### src/hw/rtl/pfx_pkg.sv
// Shared types and constants of the postfix expression evaluator.
package pfx_pkg;

  localparam int STACK_DEPTH = 64;
  localparam int DATA_WIDTH  = 32;
  localparam int VALUE_W     = 32;
  localparam int CHAR_W      = 8;
  localparam int CNT_W       = $clog2(STACK_DEPTH + 1);
  localparam int ITER_W      = $clog2(DATA_WIDTH);

  localparam logic [CHAR_W-1:0] CH_ZERO  = 8'h30;
  localparam logic [CHAR_W-1:0] CH_NINE  = 8'h39;
  localparam logic [CHAR_W-1:0] CH_PLUS  = 8'h2B;
  localparam logic [CHAR_W-1:0] CH_MINUS = 8'h2D;
  localparam logic [CHAR_W-1:0] CH_STAR  = 8'h2A;
  localparam logic [CHAR_W-1:0] CH_SLASH = 8'h2F;

  typedef logic [DATA_WIDTH-1:0] word_t;

  typedef enum logic [1:0] {
    SEL_HOLD,
    SEL_PREV,
    SEL_NEXT
  } cell_sel_t;

  typedef enum logic [1:0] {
    OP_ADD,
    OP_SUB,
    OP_MUL,
    OP_DIV
  } op_t;

  typedef struct packed {
    logic  start;
    word_t dividend;
    word_t divisor;
  } div_req_t;

  typedef struct packed {
    logic  busy;
    logic  done;
    word_t quotient;
  } div_rsp_t;

endpackage

### src/hw/rtl/pfx_cell.sv
// One stack cell: holds an entry and loads from either neighbor.
module pfx_cell (
  input  logic              clk,
  input  pfx_pkg::cell_sel_t sel,
  input  pfx_pkg::word_t    prev_data,
  input  pfx_pkg::word_t    next_data,
  output pfx_pkg::word_t    data
);
  import pfx_pkg::*;

  always_ff @(posedge clk) begin
    case (sel)
      SEL_PREV: data <= prev_data;
      SEL_NEXT: data <= next_data;
      default:  data <= data;
    endcase
  end

endmodule

### config.mk
export PLATFORM = sky130hd
export DESIGN_NAME = pfx_cell
export DESIGN_NICKNAME = d
export VERILOG_FILES = /design/src/hw/rtl/pfx_pkg.sv /design/src/hw/rtl/pfx_cell.sv
export SDC_FILE = /design/constraint.sdc
export NUM_CORES = 1
export LEC_CHECK = 0
export ABC_AREA = 0
export BUFFER_PORTS_ARGS = -buffer_cell sky130_fd_sc_hd__buf_2
export CAP_MARGIN = 20
export CORE_ASPECT_RATIO = 0.6
export CORE_MARGIN = 8
export CORE_UTILIZATION = 38
export DETAILED_ROUTE_END_ITERATION = 16
export GPL_TIMING_DRIVEN = 0
export HOLD_SLACK_MARGIN = 0.08
export PLACE_DENSITY_LB_ADDON = 0.2
export SETUP_SLACK_MARGIN = 0.2
export SLEW_MARGIN = 20
export SYNTH_ARGS = -nofsm -noshare
export SYNTH_HDL_FRONTEND = slang
export SYNTH_SLANG_ARGS = --single-unit
### constraint.sdc
create_clock -name clk -period 1.5 [get_ports clk]
set_clock_uncertainty 0.1 [all_clocks]
set_input_delay 0.15 -clock clk [delete_from_list [all_inputs] [get_ports clk]]
set_output_delay 0.15 -clock clk [all_outputs]
set_load 0.05 [all_outputs]
==> results of run 1 <==
[synthesized netlist by cell type (all sizes together)]
cell and n:
edfxtp 32, ha 1, buf 4, inv 2, mux2 32
[worst max-delay path by stage]
stage | end | slack (ns) | start
4_1_cts | data[3]$_DFFE_PP_ | 0.36 | sel[0]
6_report | data[15]$_DFFE_PP_ | 0.33 | prev_data[15]
3_5_place_dp | data[21]$_DFFE_PP_ | -0.23 | sel[0]
5_1_grt | data[13] | 0.32 | data[13]$_DFFE_PP_
2_1_floorplan | data[0]$_DFFE_PP_ | 0.17 | sel[0]
3_3_place_gp | data[26]$_DFFE_PP_ | -0.18 | sel[0]
[routing by layer]
| metal | vias to the layer above | track usage, % | share of wire (%) |
|---|---|---|---|
| met3 | 9 | 7.99 | 10 |
| li1 | 611 | - | - |
| met2 | 62 | 26.8 | 47 |
| met1 | 593 | 15.3 | 40 |
| met5 | - | 0 | 0 |
| met4 | 0 | 6.55 | 1.7 |
[repair_timing]
item,4_1_cts,5_1_grt
hold buffers,62,1
gates resized for setup,1,0
endpoints found under the hold margin,31,1
setup buffers,0,0
endpoints found under the setup margin,32,0
[through the flow]
step	setup slack (ns)	cell area, µm²	hold slack, ns	TNS [ns]
6_report	0.331	2820	0.0979	0
5_1_grt	0.317	2820	0.0813	0
4_1_cts	0.356	2810	0.0814	0
3_5_place_dp	-0.227	2100	0.353	-7.21
3_3_place_gp	-0.176	2100	0.350	-5.57
2_1_floorplan	0.173	1550	0.267	0
[power breakdown]
group          internal, mW  switching [mW]
registers              1.14          0.0261
clock network         0.322           0.297
logic                 0.374           0.639
[area by class of cell]
class	count	area [µm²]
Sequential cell	32	961
Clock inverter	1	3.75
Timing Repair Buffer	161	1120
Inverter	2	18.8
Clock buffer	7	76.3
Tap cell	47	58.8
Timing Repair inverter	1	7.51
Buffer	4	71.3
Multi-Input combinational cell	33	498
Fill cell	246	948
[cells by family after synthesis]
family and Yosys count:
mux 32, flops 32, buf+inv 6, fa+ha+maj 1
==> run metrics, run 1 <==
vias in the first global route=1503; Die ar.=6360 µm²; commonest non-fill, non-tap cells in the layout=98 x buf_2, 63 x dlygate4sd3_1, 32 x edfxtp_1; Synth Area in Adders=0.820%; Synth top area share=63.0%; final hold violations=0; min-delay src=next_data[26]; fin util=74.8%; Rows=17; xor-xnor portion of the synthesized cell area=0%; maxcap violations=0; CTS tree=done; CP max stage cell=dlygate4sd3_1; commonest non-fill, non-tap cell in the layout=buf_2; CP max stage delay=0.56 ns; die height=65.1 µm; CP top delay family=buffers and inverters; Synth cell types=7; Antenna Nets Post-Route=0; Post-Layout Cell Count=288; Core Box Area=3760 µm²; crit path cell chain=dlygate4sd3_1 -> buf_2 -> mux2_4; routed wire length=4790 µm; Layout area overhead=84.7%; Seq/Total Area, Yosys=63.0%; gpl congestion=0.718; NumNets Final=308; Sink Count=32; Avg Inst Size Synth=21.5 µm²; slew at the pin closest to its max-slew limit=0.397 ns; critical path type=input port to flip-flop; Initial Util=40.5%; Tcrit/Tclk final=78.0%; Seq cells post-synth=32; antenna cells=0; total CTS buffers=5; initial antenna violation count=0; cells after synthesis=71; crit end category=flip-flop; synthesized cell area=1530 µm²; largest net degree at the start of global routing=17; VDD IR-drop max=0.641 mV; CP required=1.43 ns; Final Max Tran Viols=0; vias per std cell=4.43; mux share of post-synthesis cell area=31.0%; CTS root buf=clkbuf_8; WL per Instance=16.6 µm; CTS Buffer Depth=2; I/O Pins=99; Power Density=993 nW/µm²; syn_nets=139; Chip Width=97.8 µm; worst hold endpoint=data[26]$_DFFE_PP_; status=finished clean; Critical Path AT=1.10 ns; yosys synthesis warning count=0; first-pass GRT wire length=7470 µm; total global-route track usage=15.3%; share of cells above drive strength 1=59.3%; CP Depth=3; endpoints failing setup=0; Final Power=2.80 mW; htree depth=2; Hold Path Depth=2; via count=1275; Buf/Inv on CP=2; CTS clk-pin slew, worst paths=0.06 ns; Residual DRC=0; largest registers=data: 32 flops; largest family of logic cells by synthesized area=multiplexers; Iteration-0 DRC Markers=18; max reg flops=32; Worst Setup Start Kind=input port; relative slew slack=73.5%; CP Max Fanout=1; Port Buffers=98; simple-gate share of the synthesized area=0%; First-pass DRT Iterations=4; Biggest register=data; unrepaired setup endpoints after global routing=no; Compound-Gate Fraction of Synth Area=0%; worst min-delay path class=input port to flip-flop; grt ovf=0; Max Fclk=855 MHz; Area contributors post-synth=edfxtp_1 63%, mux2_4 30%, buf_12 3.9%; Synth area leader=edfxtp_1; DP Cell Count=216; leakage power total=1.28 nW; Final min period=1.17 ns
Note: power is estimated with default switching activity, not from simulation.
==> inputs of run 2 (changes only) <==
Settings changed: CORE_UTILIZATION 38 to 42.
Clock period 1.5 ns to 1.21 ns, I/O delays scaled along.
==> run 2 against run 1 <==
- core utilization decreased by 3.6 points
- clock power up 16%
- combinational power grew 33%
- die area shrank 7.6%
- via count shrank 19%
==> run metrics, run 2 (same netlist as run 1, synthesis figures left out) <==
total global-route track usage=12.0% (was 15.3%); leakage power total=1.16 nW (was 1.28 nW); antenna cells=0 (unchanged); Rows=17 (unchanged); first-pass GRT wire length=5500 µm (was 7470 µm); gpl congestion=0.736 (was 0.718); Tcrit/Tclk final=87.3%; Place WS=-0.478 ns (was -0.227 ns); commonest non-fill, non-tap cells in the layout=64 x buf_2, 34 x buf_6, 32 x mux2_4, 32 x edfxtp_1 (was 98 x buf_2, 63 x dlygate4sd3_1, 32 x edfxtp_1); die height=62.7 µm (was 65.1 µm); CTS root buf=clkbuf_8 (unchanged); initial antenna violation count=0 (unchanged); endpoints failing setup=0 (unchanged); Max Fclk=947 MHz; CTS clk-pin slew, worst paths=0.06 ns (about the same); clock network fraction of design power=20.3% (was 22.1%); relative slew slack=92.3% (was 73.5%); unrepaired setup endpoints after global routing=yes (was no); Layout area overhead=66.9% (was 84.7%); Die ar.=5880 µm² (was 6360 µm²); slew at the pin closest to its max-slew limit=0.115 ns (was 0.397 ns); crit end category=output port (was flip-flop); Post-Place Cell Area=2110 µm² (was 2100 µm²); Sw Ratio=33.1% (was 34.4%); final hold violations=0 (unchanged); vias per std cell=4.43 (about the same); Buf/Inv on CP=1 (was 2); DP HPWL=2540 µm; Residual DRC=0 (unchanged); CP top delay family=flip-flops (was buffers and inverters); VDD IR-drop max=0.669 mV (was 0.641 mV); largest net degree at the start of global routing=17 (unchanged); via count=1027 (was 1275); fin util=71.3% (was 74.8%); share of cells above drive strength 1=81.6% (was 59.3%); Total Neg Setup Slack=0 ns (unchanged); Critical Path AT=0.84 ns (was 1.10 ns); Sink Count=32 (unchanged); CP max stage cell=edfxtp_1 (was dlygate4sd3_1); max reg flops=32 (unchanged); CTS tree=done (unchanged); Core Box Area=3570 µm² (was 3760 µm²); I/O Pins=99 (unchanged); CP max stage delay=0.40 ns (was 0.56 ns); routed wire length=3630 µm (was 4790 µm); Power Density=1390 nW/µm² (was 993 nW/µm²); maxcap violations=0 (unchanged); NumNets Final=253 (was 308); vias in the first global route=1196 (was 1503); grt ovf=0 (unchanged); htree depth=2 (unchanged); Final Max Tran Viols=0 (unchanged); largest registers=data: 32 flops (unchanged); setup ws final=0.154 ns (was 0.331 ns); Biggest register=data (unchanged); Port Buffers=98 (unchanged); CP Max Fanout=1 (unchanged); Chip Width=93.8 µm (was 97.8 µm); commonest non-fill, non-tap cell in the layout=buf_2 (unchanged); post-route cell area=2550 µm² (was 2820 µm²); total CTS buffers=5 (unchanged); Initial Util=42.7% (was 40.5%); crit path cell chain=buf_6 (was dlygate4sd3_1 -> buf_2 -> mux2_4); WL per Instance=15.7 µm (was 16.6 µm); worst min-delay path class=input port to flip-flop (unchanged); First-pass DRT Iterations=2 (was 4); sequential power share=41.9% (was 41.6%); status=finished clean (unchanged); P_int=2.37 mW (was 1.83 mW); Worst Setup Start Kind=flip-flop (was input port); Final min period=1.06 ns; Antenna Nets Post-Route=0 (unchanged); CTS Buffer Depth=2 (unchanged); Hold WS=0.0455 ns (was 0.0979 ns); CP required=0.99 ns (was 1.43 ns); Gate power share=37.9% (was 36.2%); Iteration-0 DRC Markers=12 (was 18); switching pwr=1.17 mW (was 962 µW); critical path type=flip-flop to output port (was input port to flip-flop)
-- run 2: cell types whose count changed in the layout (fill, tap and decap cells not counted), moves of 3 or more --
cell / delta
buf_6: +33
buf_4: +3
buf_2: -34
dlygate4sd3_1: -63
-- run 2: area by class of cell --
cell class / instances / area, µm²
Tap cell: 47 / 58.8
Clock buffer: 5 / 68.8
Fill cell: 238 / 1030
Inverter: 2 / 18.8
Buffer: 4 / 80.1
Timing Repair inverter: 1 / 7.51
Multi-Input combinational cell: 33 / 505
Timing Repair Buffer: 106 / 838
Clock inverter: 2 / 7.51
Sequential cell: 32 / 961
-- run 2: final timing paths --
path,start,end,cells past startpoint
worst max-delay path,data[13]$_DFFE_PP_,data[13],1
worst min-delay path,next_data[3],data[3]$_DFFE_PP_,2
-- run 2: repair_timing --
action / in CTS / in global routing
resized for setup: 71 / 2
setup buffers: 5 / 0
cloned: 2 / 2
endpoints found under the hold margin: 32 / 32
setup endpoints to repair: 94 / 64
pin swaps: 1 / 1
-- run 2: metal layers --
metal | track usage (%) | vias up | share of wire, %
met2 | 19.6 | 58 | 48
met4 | 5.30 | 0 | 0.74
met3 | 5.88 | 2 | 11
met5 | 0 | - | 0
li1 | - | 502 | -
met1 | 12.8 | 465 | 40
-- run 2: stage by stage --
stage                     power [mW]  instances
after floorplan                 2.27         71
after global placement          2.54        216
after detailed placement        2.55        216
after CTS                       3.57        230
after global routing            3.67        232
final                           3.55        232
-- run 2: power groups by stage --
stage / Sequential (mW) / Clock, mW / Combinational (mW)
6_report: 1.48 / 0.719 / 1.34
2_1_floorplan: 2.04 / 0 / 0.228
3_5_place_dp: 1.47 / 0 / 1.08
3_3_place_gp: 1.46 / 0 / 1.08
4_1_cts: 1.48 / 0.753 / 1.33
5_1_grt: 1.50 / 0.779 / 1.39
