===== src/hw/rtl/pfx_pkg.sv =====
// Shared types and constants of the postfix expression evaluator.
package pfx_pkg;

  localparam int STACK_DEPTH = 64;
  localparam int DATA_WIDTH  = 32;
  localparam int VALUE_W     = 32;
  localparam int CHAR_W      = 8;
  localparam int CNT_W       = $clog2(STACK_DEPTH + 1);
  localparam int ITER_W      = $clog2(DATA_WIDTH);

  localparam logic [CHAR_W-1:0] CH_ZERO  = 8'h30;
  localparam logic [CHAR_W-1:0] CH_NINE  = 8'h39;
  localparam logic [CHAR_W-1:0] CH_PLUS  = 8'h2B;
  localparam logic [CHAR_W-1:0] CH_MINUS = 8'h2D;
  localparam logic [CHAR_W-1:0] CH_STAR  = 8'h2A;
  localparam logic [CHAR_W-1:0] CH_SLASH = 8'h2F;

  typedef logic [DATA_WIDTH-1:0] word_t;

  typedef enum logic [1:0] {
    SEL_HOLD,
    SEL_PREV,
    SEL_NEXT
  } cell_sel_t;

  typedef enum logic [1:0] {
    OP_ADD,
    OP_SUB,
    OP_MUL,
    OP_DIV
  } op_t;

  typedef struct packed {
    logic  start;
    word_t dividend;
    word_t divisor;
  } div_req_t;

  typedef struct packed {
    logic  busy;
    logic  done;
    word_t quotient;
  } div_rsp_t;

endpackage


===== src/hw/rtl/pfx_div.sv =====
// Iterative restoring divider on unsigned magnitudes, one quotient bit per cycle.
module pfx_div (
  input  logic              clk,
  input  logic              rst,
  input  pfx_pkg::div_req_t req,
  output pfx_pkg::div_rsp_t rsp
);
  import pfx_pkg::*;

  logic                  busy;
  logic                  done;
  logic [ITER_W-1:0]     iter;
  word_t                 rem;
  word_t                 quo;
  word_t                 dvs;
  logic [DATA_WIDTH:0]   rem_sh;
  logic [DATA_WIDTH:0]   diff;

  assign rem_sh = {rem, quo[DATA_WIDTH-1]};
  assign diff   = rem_sh - {1'b0, dvs};

  always_ff @(posedge clk) begin
    if (rst) begin
      busy <= 1'b0;
      done <= 1'b0;
      iter <= '0;
    end else begin
      done <= 1'b0;
      if (req.start) begin
        busy <= 1'b1;
        iter <= ITER_W'(DATA_WIDTH - 1);
        rem  <= '0;
        quo  <= req.dividend;
        dvs  <= req.divisor;
      end else if (busy) begin
        if (!diff[DATA_WIDTH]) begin
          rem <= diff[DATA_WIDTH-1:0];
          quo <= {quo[DATA_WIDTH-2:0], 1'b1};
        end else begin
          rem <= rem_sh[DATA_WIDTH-1:0];
          quo <= {quo[DATA_WIDTH-2:0], 1'b0};
        end
        iter <= iter - 1'b1;
        if (iter == '0) begin
          busy <= 1'b0;
          done <= 1'b1;
        end
      end
    end
  end

  assign rsp.busy     = busy;
  assign rsp.done     = done;
  assign rsp.quotient = quo;

endmodule


===== config.mk =====
export PLATFORM = sky130hd
export DESIGN_NAME = pfx_div
export DESIGN_NICKNAME = d
export VERILOG_FILES = /design/src/hw/rtl/pfx_pkg.sv /design/src/hw/rtl/pfx_div.sv
export SDC_FILE = /design/constraint.sdc
export NUM_CORES = 1
export LEC_CHECK = 0
export BUFFER_PORTS_ARGS = -buffer_cell sky130_fd_sc_hd__buf_2
export CORE_ASPECT_RATIO = 1.1
export CORE_MARGIN = 2
export CORE_UTILIZATION = 55
export CTS_CLUSTER_DIAMETER = 60
export DETAILED_ROUTE_END_ITERATION = 16
export HOLD_SLACK_MARGIN = 0.15
export PLACE_DENSITY = 0.78
export SETUP_SLACK_MARGIN = 0.05
export SLEW_MARGIN = 25
export SYNTH_ARGS = -nofsm -noshare
export SYNTH_HDL_FRONTEND = slang
export SYNTH_SLANG_ARGS = --single-unit

===== constraint.sdc =====
create_clock -name clk -period 6.6 [get_ports clk]
set_input_delay 0.33 -clock clk [delete_from_list [all_inputs] [get_ports clk]]
set_output_delay 0.33 -clock clk [all_outputs]
set_load 0.01 [all_outputs]

==> results of run 1 <==
## kinds of logic after synthesis
kind of cell    Yosys count
simple gates            139
flops                   103
compound gates          181
xor+xnor                 19
buf+inv                  73
fa+ha+maj                35
mux                      33
## timing repair
action | in CTS | in global routing
buffers inserted | 0 | 0
hold endpoints to repair | 28 | 0
hold buffers | 28 | 0
setup endpoints to repair | 0 | 0
## cells in the final DEF (no fill, tap or decap), drive strengths merged, types with 3 or more instances in the layout
| cell | count |
|---|---|
| xnor2 | 15 |
| inv | 44 |
| nand2b | 7 |
| or4 | 3 |
| a21o | 9 |
| buf | 103 |
| clkbuf | 9 |
| a21oi | 63 |
| dlygate4sd3 | 28 |
| ha | 34 |
| nand3 | 17 |
| edfxtp | 96 |
| nor3 | 13 |
| a21boi | 5 |
| nor4b | 3 |
| xor2 | 4 |
| o211ai | 7 |
| o2111ai | 4 |
| a211oi | 7 |
| a31oi | 4 |
| or4b | 4 |
| nand2 | 35 |
| mux2 | 32 |
| o22ai | 5 |
| or2 | 3 |
| dfxtp | 7 |
| o21a | 11 |
| or3 | 4 |
| nand4 | 9 |
| o21ai | 51 |
| nor2 | 27 |
| and3 | 5 |
## Yosys cell counts (3+ instances only)
library cell,count,share of area
sky130_fd_sc_hd__o21ai_0,47,0.038
sky130_fd_sc_hd__or4_1,3,0.0036
sky130_fd_sc_hd__a211oi_1,5,0.0061
sky130_fd_sc_hd__nand4_1,9,0.0091
sky130_fd_sc_hd__or3_1,4,0.0040
sky130_fd_sc_hd__o21a_1,11,0.013
sky130_fd_sc_hd__o2111ai_1,4,0.0057
sky130_fd_sc_hd__clkbuf_1,18,0.011
sky130_fd_sc_hd__ha_1,34,0.069
sky130_fd_sc_hd__a21oi_2,3,0.0042
sky130_fd_sc_hd__a21boi_0,3,0.0036
sky130_fd_sc_hd__xnor2_1,15,0.021
sky130_fd_sc_hd__nand2b_1,7,0.0071
sky130_fd_sc_hd__inv_1,42,0.025
sky130_fd_sc_hd__nor3_1,12,0.0097
sky130_fd_sc_hd__nand2_1,35,0.021
sky130_fd_sc_hd__nand3_1,17,0.014
sky130_fd_sc_hd__nor2_1,27,0.016
sky130_fd_sc_hd__a21o_1,9,0.011
sky130_fd_sc_hd__a21oi_1,60,0.048
sky130_fd_sc_hd__and3_1,5,0.0051
sky130_fd_sc_hd__a31oi_1,4,0.0040
sky130_fd_sc_hd__nor4b_1,3,0.0042
sky130_fd_sc_hd__o211ai_1,6,0.0073
sky130_fd_sc_hd__xor2_1,4,0.0057
sky130_fd_sc_hd__o21ai_1,3,0.0024
sky130_fd_sc_hd__buf_2,7,0.0057
sky130_fd_sc_hd__dfxtp_1,7,0.023
sky130_fd_sc_hd__o22ai_1,5,0.0051
sky130_fd_sc_hd__or4b_1,3,0.0048
sky130_fd_sc_hd__mux2_2,32,0.058
sky130_fd_sc_hd__edfxtp_1,96,0.47
## area by class of cell
cell class | instances | area (sq um)
fillers | 820 | 3570
flip-flops and latches | 103 | 3020
multi-input cells | 407 | 2890
repair buffers | 131 | 823
clock buffers | 9 | 225
well taps | 147 | 184
inverters | 42 | 158
clock inverters | 7 | 93.8
## through the flow
step | instance area (sq um) | util | std cells
after detailed placement | 6770 | 0.617 | 801
after floorplan | 6190 | - | 583
after global routing | 7390 | 0.675 | 846
after global placement | 6770 | 0.617 | 801
after CTS | 7370 | 0.672 | 845
final | 7390 | 0.675 | 846
## worst max-delay path, cell delays in order, from the launching register on
cell                       delay (ns)
sky130_fd_sc_hd__edfxtp_1        0.41
sky130_fd_sc_hd__inv_1           0.08
sky130_fd_sc_hd__ha_1            0.18
sky130_fd_sc_hd__fa_1            0.20
sky130_fd_sc_hd__nand2b_1        0.17
sky130_fd_sc_hd__a21oi_2         0.09
sky130_fd_sc_hd__o21ai_1         0.23
sky130_fd_sc_hd__o21ai_1         0.14
sky130_fd_sc_hd__or3_1           0.42
sky130_fd_sc_hd__a211oi_4        0.86
sky130_fd_sc_hd__nor2_1          0.46
sky130_fd_sc_hd__a211oi_1        0.37
## per-layer routing
metal,track usage,vias up,wire [um],share of wire
met1,0.309,2399,6100,0.41
li1,-,2405,-,-
met2,0.433,244,7420,0.49
met4,0.124,0,484,0.032
met5,0,-,0,0
met3,0.0488,43,1000,0.067
## registers in the layout (all words and copies together) (netlist names)
name	count
busy	1
rem	32
done	1
iter	5
quo	32
dvs	32
## worst max path at each step
stage | start | to | slack [ns] | cells after the start
5_1_grt | quo[31] | rem[31] | 2.53 | 11
3_3_place_gp | quo[31] | rem[31] | 3.06 | 11
4_1_cts | quo[31] | rem[15] | 2.84 | 11
2_1_floorplan | req[64] | quo[0] | 2.46 | 4
3_5_place_dp | quo[31] | rem[31] | 2.84 | 11
6_report | quo[31] | rem[15] | 2.81 | 11
## report_power, final
group / leakage (nW) / total [mW] / switching [mW] / internal, mW
registers: 0.976 / 0.815 / 0.0285 / 0.786
logic: 1.88 / 0.543 / 0.318 / 0.225
clock network: 0.154 / 0.581 / 0.248 / 0.333
==> flow_summary_export.csv, run 1 <==
group,metric,value,unit
status,status,"complete, no violations",
drt,initialDrtViolationCount,308,
yosys,synth-seq-area-share,0.488,
clock_tree,tritoncts,"built",
yosys,syn-instance-count,583,
die,fp.dieH,115,um
worst_setup_path,slack_of_the_worst_reg_to_reg_path,2.81,ns
hold_path,timing.hold.worst.class,"in2reg",
power,max-vdd-ir-drop,188,uV
hold_path,worstHoldStart,"req[22]",
cells_and_area,num-nets-final,796,
die,die-area,12100,sq um
yosys,synthXorXnorAreaFrac,0.0269,
timing,grt_setup_unrepaired,"false",
timing,final-hold-violation-count,0,
clock_tree,post_cts_resized,0,
worst_setup_path,rr_worst_depth,11,
yosys,synth_top_flop_cell,"sky130_fd_sc_hd__edfxtp_1",
timing,max_freq,264,MHz
timing,maxSlewHeadroom,0.333,
yosys,synth-compound-area-share,0.188,
yosys,synth.area.mux_share,0.0598,
cells_and_area,layout_cell_share_with_drive_strength_beyond_1,0.242,
placed_design,rd_place_congestion,0.917,
power,post-layout-total-power,1.94,mW
placed_design,detailed_place_hpwl,9.99,mm
worst_setup_path,data_required_time_of_the_worst_path,6.77,ns
worst_setup_path,reg2reg_to,"rem[15]",
drt,ant_nets,0,
drt,vias,5091,
hold_path,whs_path_depth,1,
drt,detailedRoute.firstPassIterationCount,5,
yosys,ys_ff_latch,103,
cells_and_area,area_growth,19.4,%
yosys,synth_top_family_by_area,"compound AO/OA/AOI/OAI gates",
clock_tree,cts_inserted_buffers,9,
global_route,wire_length_of_the_first_global_routing_pass,24.3,mm
clock_tree,cts_htree_levels,3,
cells_and_area,insertedDiodeCount,0,
die,floorplan.rows,40,
clock_tree,clock_latency,0.36,ns
yosys,basic_gate_share_of_the_synthesized_area_counting_and_or_nand_and_nor_cells,0.116,
placed_design,io_buffers,100,
yosys,number_of_enable_flip_flop_cells_after_synthesis,96,
global_route,grt-ovfl-total,0,
timing,hold_ws,0.154,ns
worst_setup_path,path_class,"reg2reg",
worst_setup_path,crit_fanout,29,
yosys,synthesis.area_per_instance,10.6,sq um
worst_setup_path,cp.arrival,3.96,ns
clock_tree,clock_sinks,103,
timing,final.min_clock_period,3.79,ns
power,power.density_cell_area,262,nW/um^2
timing,final.setup_skew,0.0108,ns
drt,detail_route.vias_per_cell,6.02,
clock_tree,clk_transition_reported_paths,0.07,ns
hold_path,worstHoldEndpoint,"dvs[22]",
yosys,syn_nets,685,
drt,route.detailed.wl_per_inst,17.7,um
die,initial_utilization,0.565,
timing,worst_slew_pin_slew,1.00,ns
clock_tree,root_buffer,"sky130_fd_sc_hd__clkbuf_16",
global_route,grt_pass1_vias,5076,
power,static-leakage-power,3.01,nW
timing,setup_viol,0,
die,core_area,11000,sq um
yosys,synth_adder_area_share,0.0719,
yosys,postSynth.asyncResetShare,0,
yosys,syn-cell-area,6190,sq um
worst_setup_path,r2r-start,"quo[31]",
clock_tree,cts_max_path_buffers,2,
die,floorplan.io_pins,101,
timing,final_critical_path_setup_slack,2.81,ns
global_route,groute.usage.overall,0.253,
timing,fin_crit_sh,0.574,
yosys,yosys.cell_types.count,65,
timing,drv_slew,0,
worst_setup_path,end_kind,"flop",
yosys,synth-warning-count,0,
drt,total_wirelength,15.0,mm
drt,drc_violations_left,0,
flow_run,max_cap_violations,0,
timing,final.setup.tns,0,ns
die,die_width,105,um
placed_design,post-place-ws,2.84,ns
global_route,grt_max_degree,61,
worst_setup_path,startpoint_type,"flop",
global_route,antenna_found_initial,0,
Note: power is estimated with default switching activity, not from simulation.
==> run 2: changes to the inputs <==
==> constraint.sdc (replaced) <==
create_clock -name clk -period 3.6 [get_ports clk]
set_input_delay 0.18 -clock clk [delete_from_list [all_inputs] [get_ports clk]]
set_output_delay 0.18 -clock clk [all_outputs]
set_load 0.01 [all_outputs]
==> flow_summary_export.csv, run 2 (synthesis results as in run 1) <==
group,metric,value,unit
status,status,"complete, no violations",
cells_and_area,num-nets-final,838,
drt,initialDrtViolationCount,290,
worst_setup_path,slack_of_the_worst_reg_to_reg_path,0.38,ns
clock_tree,tritoncts,"built",
cells_and_area,layout_common_cells,"sky130_fd_sc_hd__buf_2 (100), sky130_fd_sc_hd__edfxtp_1 (96), sky130_fd_sc_hd__dlygate4sd3_1 (65)",
timing,drv_slew,0,
placed_design,detailed_place.area,6800,sq um
die,fp.dieH,115,um
clock_tree,root_buffer,"sky130_fd_sc_hd__clkbuf_16",
timing,final.setup_skew,0.00932,ns
global_route,grt_max_degree,59,
placed_design,io_buffers,100,
drt,detailedRoute.firstPassIterationCount,5,
worst_setup_path,r2r-start,"quo[31]",
worst_setup_path,rr_worst_depth,12,
cells_and_area,layout_cell_share_with_drive_strength_beyond_1,0.239,
die,die_width,105,um
timing,fin_crit_sh,0.894,
cells_and_area,insertedDiodeCount,0,
power,power.density_cell_area,465,nW/um^2
drt,detail_route.vias_per_cell,6.01,
hold_path,whs_path_depth,2,
cells_and_area,largest_registers,"dvs: 32 flops, quo: 32 flops, rem: 32 flops",
worst_setup_path,data_required_time_of_the_worst_path,3.80,ns
clock_tree,cts_htree_levels,3,
drt,route.detailed.wl_per_inst,18.5,um
worst_setup_path,cp.arrival,3.42,ns
timing,worst_slew_pin_slew,0.787,ns
die,floorplan.io_pins,101,
hold_path,timing.hold.worst.class,"in2reg",
worst_setup_path,crit_fanout,28,
cells_and_area,filler_cell_count,760,
timing,final.min_clock_period,3.22,ns
power,intPower,2.50,mW
global_route,wire_length_of_the_first_global_routing_pass,26.4,mm
cells_and_area,final_core_util,0.711,
power,gate_power_share,0.286,
drt,vias,5339,
die,initial_utilization,0.565,
drt,drc_violations_left,0,
cells_and_area,finish.instance_area,7790,sq um
cells_and_area,final-seq-area,3020,sq um
timing,maxSlewHeadroom,0.476,
placed_design,detailed_place_hpwl,10.3,mm
power,sequentialPowerShare,0.412,
global_route,grt-ovfl-total,0,
cells_and_area,multiInputGateArea,2890,sq um
clock_tree,cts_inserted_buffers,9,
worst_setup_path,startpoint_type,"flop",
power,clkPwrFrac,0.302,
hold_path,worstHoldEndpoint,"quo[16]",
timing,setup_viol,0,
cells_and_area,final_common_cell,"sky130_fd_sc_hd__buf_2",
clock_tree,cts_max_path_buffers,2,
power,max-vdd-ir-drop,296,uV
flow_run,max_cap_violations,0,
clock_tree,clock_latency,0.36,ns
cells_and_area,area_growth,25.8,%
timing,final.setup.tns,0,ns
timing,final-hold-violation-count,0,
drt,ant_nets,0,
global_route,groute.usage.overall,0.278,
power,post-layout-total-power,3.63,mW
clock_tree,clk_transition_reported_paths,0.07,ns
die,die-area,12100,sq um
worst_setup_path,end_kind,"flop",
timing,max_freq,311,MHz
die,core_area,11000,sq um
global_route,antenna_found_initial,0,
worst_setup_path,path_class,"reg2reg",
power,power.share.switching,0.309,
clock_tree,cts_setup_buffers,0,
drt,total_wirelength,16.4,mm
placed_design,rd_place_congestion,0.907,
global_route,grt_pass1_vias,5335,
hold_path,worstHoldStart,"req[48]",
power,static-leakage-power,3.19,nW
timing,grt_setup_unrepaired,"false",
power,p_sw,1.12,mW
clock_tree,clock_sinks,103,
worst_setup_path,reg2reg_to,"rem[16]",
die,floorplan.rows,40,
==> run 2: changes by cell type in the layout (fill, tap and decap cells not counted), sizes merged <==
cell and change:
inv +1, clkinvlp -1, dlygate4sd3 +37, buf +5
==> run 2: worst max-delay path by stage <==
stage            start       to  slack [ns]  cells past startpoint
2_1_floorplan  req[64]   quo[0]        0.69                      4
4_1_cts        quo[31]  rem[20]        0.30                     11
6_report       quo[31]  rem[16]        0.38                     12
5_1_grt        quo[31]  rem[10]        0.16                     12
3_3_place_gp   rem[19]  rem[20]        0.46                      9
3_5_place_dp   quo[31]  rem[20]        0.31                     11
==> run 2: area by class of cell <==
cell class,instances,area share
flip-flops and latches,103,0.388
multi-input cells,407,0.371
repair buffers,173,0.155
clock buffers,9,0.0289
well taps,147,0.0236
inverters,42,0.0202
clock inverters,7,0.0132
==> run 2: metal layers <==
| metal | up-vias | track usage | share of wire |
|---|---|---|---|
| li1 | 2485 | - | - |
| met1 | 2532 | 0.336 | 0.40 |
| met2 | 273 | 0.488 | 0.50 |
| met3 | 49 | 0.0505 | 0.071 |
| met4 | 0 | 0.123 | 0.035 |
| met5 | - | 0 | 0 |
==> run 2: timing repair <==
item | CTS | global route
resized for setup | 0 | 2
hold buffers | 64 | 1
endpoints found under the hold margin | 67 | 1
setup endpoints to repair | 0 | 2
==> run 2: power groups by stage <==
stage	Combinational [mW]	Clock (mW)	Sequential, mW
2_1_floorplan	0.706	0	1.52
3_3_place_gp	0.922	0	1.51
3_5_place_dp	0.952	0	1.51
4_1_cts	1.01	1.09	1.49
5_1_grt	1.13	1.14	1.51
6_report	1.04	1.09	1.50
==> run 2: metrics by stage <==
step                      setup WS, ns  hold slack (ns)  instances
after global routing             0.159            0.152        888
final                            0.381            0.160        888
after floorplan                  0.689            0.279        583
after detailed placement         0.314            0.358        807
after CTS                        0.295            0.154        887
after global placement           0.456            0.357        807
==> run 2: worst max-delay path, stage by stage (launching register included) <==
cell	delay, ns
sky130_fd_sc_hd__edfxtp_1	0.39
sky130_fd_sc_hd__inv_1	0.06
sky130_fd_sc_hd__ha_1	0.22
sky130_fd_sc_hd__fa_1	0.40
sky130_fd_sc_hd__nand2b_1	0.21
sky130_fd_sc_hd__a21oi_2	0.23
sky130_fd_sc_hd__o21ai_1	0.13
sky130_fd_sc_hd__o21ai_1	0.20
sky130_fd_sc_hd__or3_1	0.17
sky130_fd_sc_hd__a211oi_2	0.08
sky130_fd_sc_hd__buf_4	0.26
sky130_fd_sc_hd__or4_1	0.54
sky130_fd_sc_hd__a21oi_1	0.17
==> run 3: changes to the inputs <==
--- a/config.mk
+++ b/config.mk
@@ -10,8 +10,10 @@
 export CORE_MARGIN = 2
 export CORE_UTILIZATION = 55
 export CTS_CLUSTER_DIAMETER = 60
+export CTS_CLUSTER_SIZE = 12
 export DETAILED_ROUTE_END_ITERATION = 16
 export HOLD_SLACK_MARGIN = 0.15
+export MAX_ROUTING_LAYER = met4
 export PLACE_DENSITY = 0.78
 export SETUP_SLACK_MARGIN = 0.05
 export SLEW_MARGIN = 25
==> flow_summary_export.csv, run 3 (synthesis results as in run 1) <==
group,metric,value,unit
status,status,"complete, no violations",
global_route,grt-ovfl-total,0,
die,fp.dieH,115,um
drt,detail_route.vias_per_cell,5.80,
die,initial_utilization,0.565,
worst_setup_path,crit_fanout,10,
worst_setup_path,crit_path_cell_trace,"ha_1, a21o_1, or2_1, nor3_2, o211ai_2, a21boi_4, o21a_1, nand3_1, o32ai_1",
worst_setup_path,rr_worst_depth,9,
cells_and_area,filler_cell_count,778,
global_route,groute.usage.overall,0.284,
hold_path,timing.hold.worst.class,"in2reg",
timing,final_critical_path_setup_slack,0.276,ns
clock_tree,cts_inserted_buffers,9,
cells_and_area,layout_cell_share_with_drive_strength_beyond_1,0.238,
die,die_width,105,um
global_route,antenna_found_initial,0,
worst_setup_path,worstSetupEndpoint,"rem[20]",
power,power.density_cell_area,450,nW/um^2
drt,total_wirelength,16.0,mm
power,static-leakage-power,3.17,nW
drt,vias,5148,
worst_setup_path,end_kind,"flop",
timing,final.setup_skew,0.0107,ns
worst_setup_path,slack_of_the_worst_reg_to_reg_path,0.28,ns
worst_setup_path,startpoint_type,"flop",
timing,maxSlewHeadroom,0.415,
clock_tree,cts_setup_buffers,0,
flow_run,max_cap_violations,0,
cells_and_area,largest_registers,"dvs: 32 flops, quo: 32 flops, rem: 32 flops",
cells_and_area,insertedDiodeCount,0,
timing,final.setup.tns,0,ns
die,floorplan.io_pins,101,
worst_setup_path,reg2reg_to,"rem[20]",
clock_tree,clock_latency,0.35,ns
clock_tree,post_cts_resized,0,
placed_design,detailed_place_hpwl,10.6,mm
timing,setup_viol,0,
drt,ant_nets,0,
worst_setup_path,cp.arrival,3.50,ns
power,post-layout-total-power,3.48,mW
global_route,wire_length_of_the_first_global_routing_pass,26.1,mm
hold_path,worstHoldStart,"req[61]",
drt,route.detailed.wl_per_inst,18.0,um
placed_design,io_buffers,100,
placed_design,detailed_place.area,6820,sq um
timing,grt_setup_unrepaired,"false",
worst_setup_path,timing.critical_path.from,"rem[14]",
drt,detailedRoute.firstPassIterationCount,5,
placed_design,rd_place_congestion,0.919,
cells_and_area,layout_common_cells,"sky130_fd_sc_hd__buf_2 (100), sky130_fd_sc_hd__edfxtp_1 (96), sky130_fd_sc_hd__dlygate4sd3_1 (62)",
clock_tree,clock_sinks,103,
worst_setup_path,r2r-start,"rem[14]",
timing,final-hold-violation-count,0,
die,core_area,11000,sq um
timing,fin_crit_sh,0.923,
placed_design,post-place-ws,0.391,ns
timing,final.min_clock_period,3.32,ns
cells_and_area,area_growth,24.8,%
global_route,grt_max_degree,60,
worst_setup_path,worst_path_cell_with_the_longest_stage_delay,"sky130_fd_sc_hd__o21a_1",
clock_tree,tritoncts,"built",
timing,max_freq,301,MHz
worst_setup_path,path_class,"reg2reg",
cells_and_area,num-nets-final,837,
cells_and_area,final_common_cell,"sky130_fd_sc_hd__buf_2",
clock_tree,cts_max_path_buffers,2,
timing,worst_slew_pin_slew,0.874,ns
clock_tree,root_buffer,"sky130_fd_sc_hd__clkbuf_16",
die,floorplan.rows,40,
clock_tree,ctsHoldBuffers,62,
drt,initialDrtViolationCount,277,
cells_and_area,finish.instance_area,7730,sq um
clock_tree,clk_transition_reported_paths,0.07,ns
drt,drc_violations_left,0,
worst_setup_path,data_required_time_of_the_worst_path,3.78,ns
clock_tree,cts_htree_levels,3,
die,die-area,12100,sq um
power,max-vdd-ir-drop,313,uV
global_route,grt_pass1_vias,5263,
timing,drv_slew,0,
worst_setup_path,critical_path.max_stage_delay,0.45,ns
## run 3: cell types whose count changed in the layout (fill, tap and decap cells not counted), sizes merged
cell	delta
clkbuf	+3
bufinv	-2
inv	-3
clkinv	+2
buf	+2
dlygate4sd3	-3
## run 3: how the worst min path moves through the flow
| stage | endpoint | cells after the start |
|---|---|---|
| 2_1_floorplan | dvs[0] | 0 |
| 3_3_place_gp | dvs[12] | 1 |
| 3_5_place_dp | dvs[12] | 1 |
| 4_1_cts | quo[11] | 2 |
| 5_1_grt | quo[29] | 2 |
| 6_report | quo[29] | 2 |
## run 3: layout make-up
class	instances	area, sq um	area share
flip-flops and latches	103	3020	0.391
multi-input cells	407	2880	0.373
repair buffers	172	1200	0.155
clock buffers	12	256	0.0332
well taps	147	184	0.0238
inverters	42	158	0.0204
clock inverters	4	31.3	0.00405
## run 3: worst max-delay path, delay by kind of cell, from the launching register on
kind	cells	cell delay, ns
adder cells (fa/ha/maj)	1	0.41
AO/OA/AOI/OAI	5	1.50
AND/OR/NAND/NOR	3	0.82
flip-flops	1	0.42
## run 3: power by group
group          internal (mW)  switching [mW]
registers               1.44          0.0545
logic                  0.443           0.587
clock network          0.510           0.444
## run 3: through the flow
stage | hold WS, ns | cells | util
CTS | 0.150 | 887 | 0.705
global placement | 0.356 | 809 | 0.622
global route | 0.155 | 887 | 0.705
detailed placement | 0.359 | 809 | 0.622
floorplan | 0.279 | 583 | -
finish | 0.169 | 887 | 0.705
## run 3: per-layer routing
layer / vias to the layer above / global-route usage / wire [um]
met4: 0 / 0.109 / 352
met3: 26 / 0.0465 / 1000
met5: - / - / 0
met1: 2422 / 0.331 / 6510
met2: 211 / 0.494 / 8130
li1: 2489 / - / -
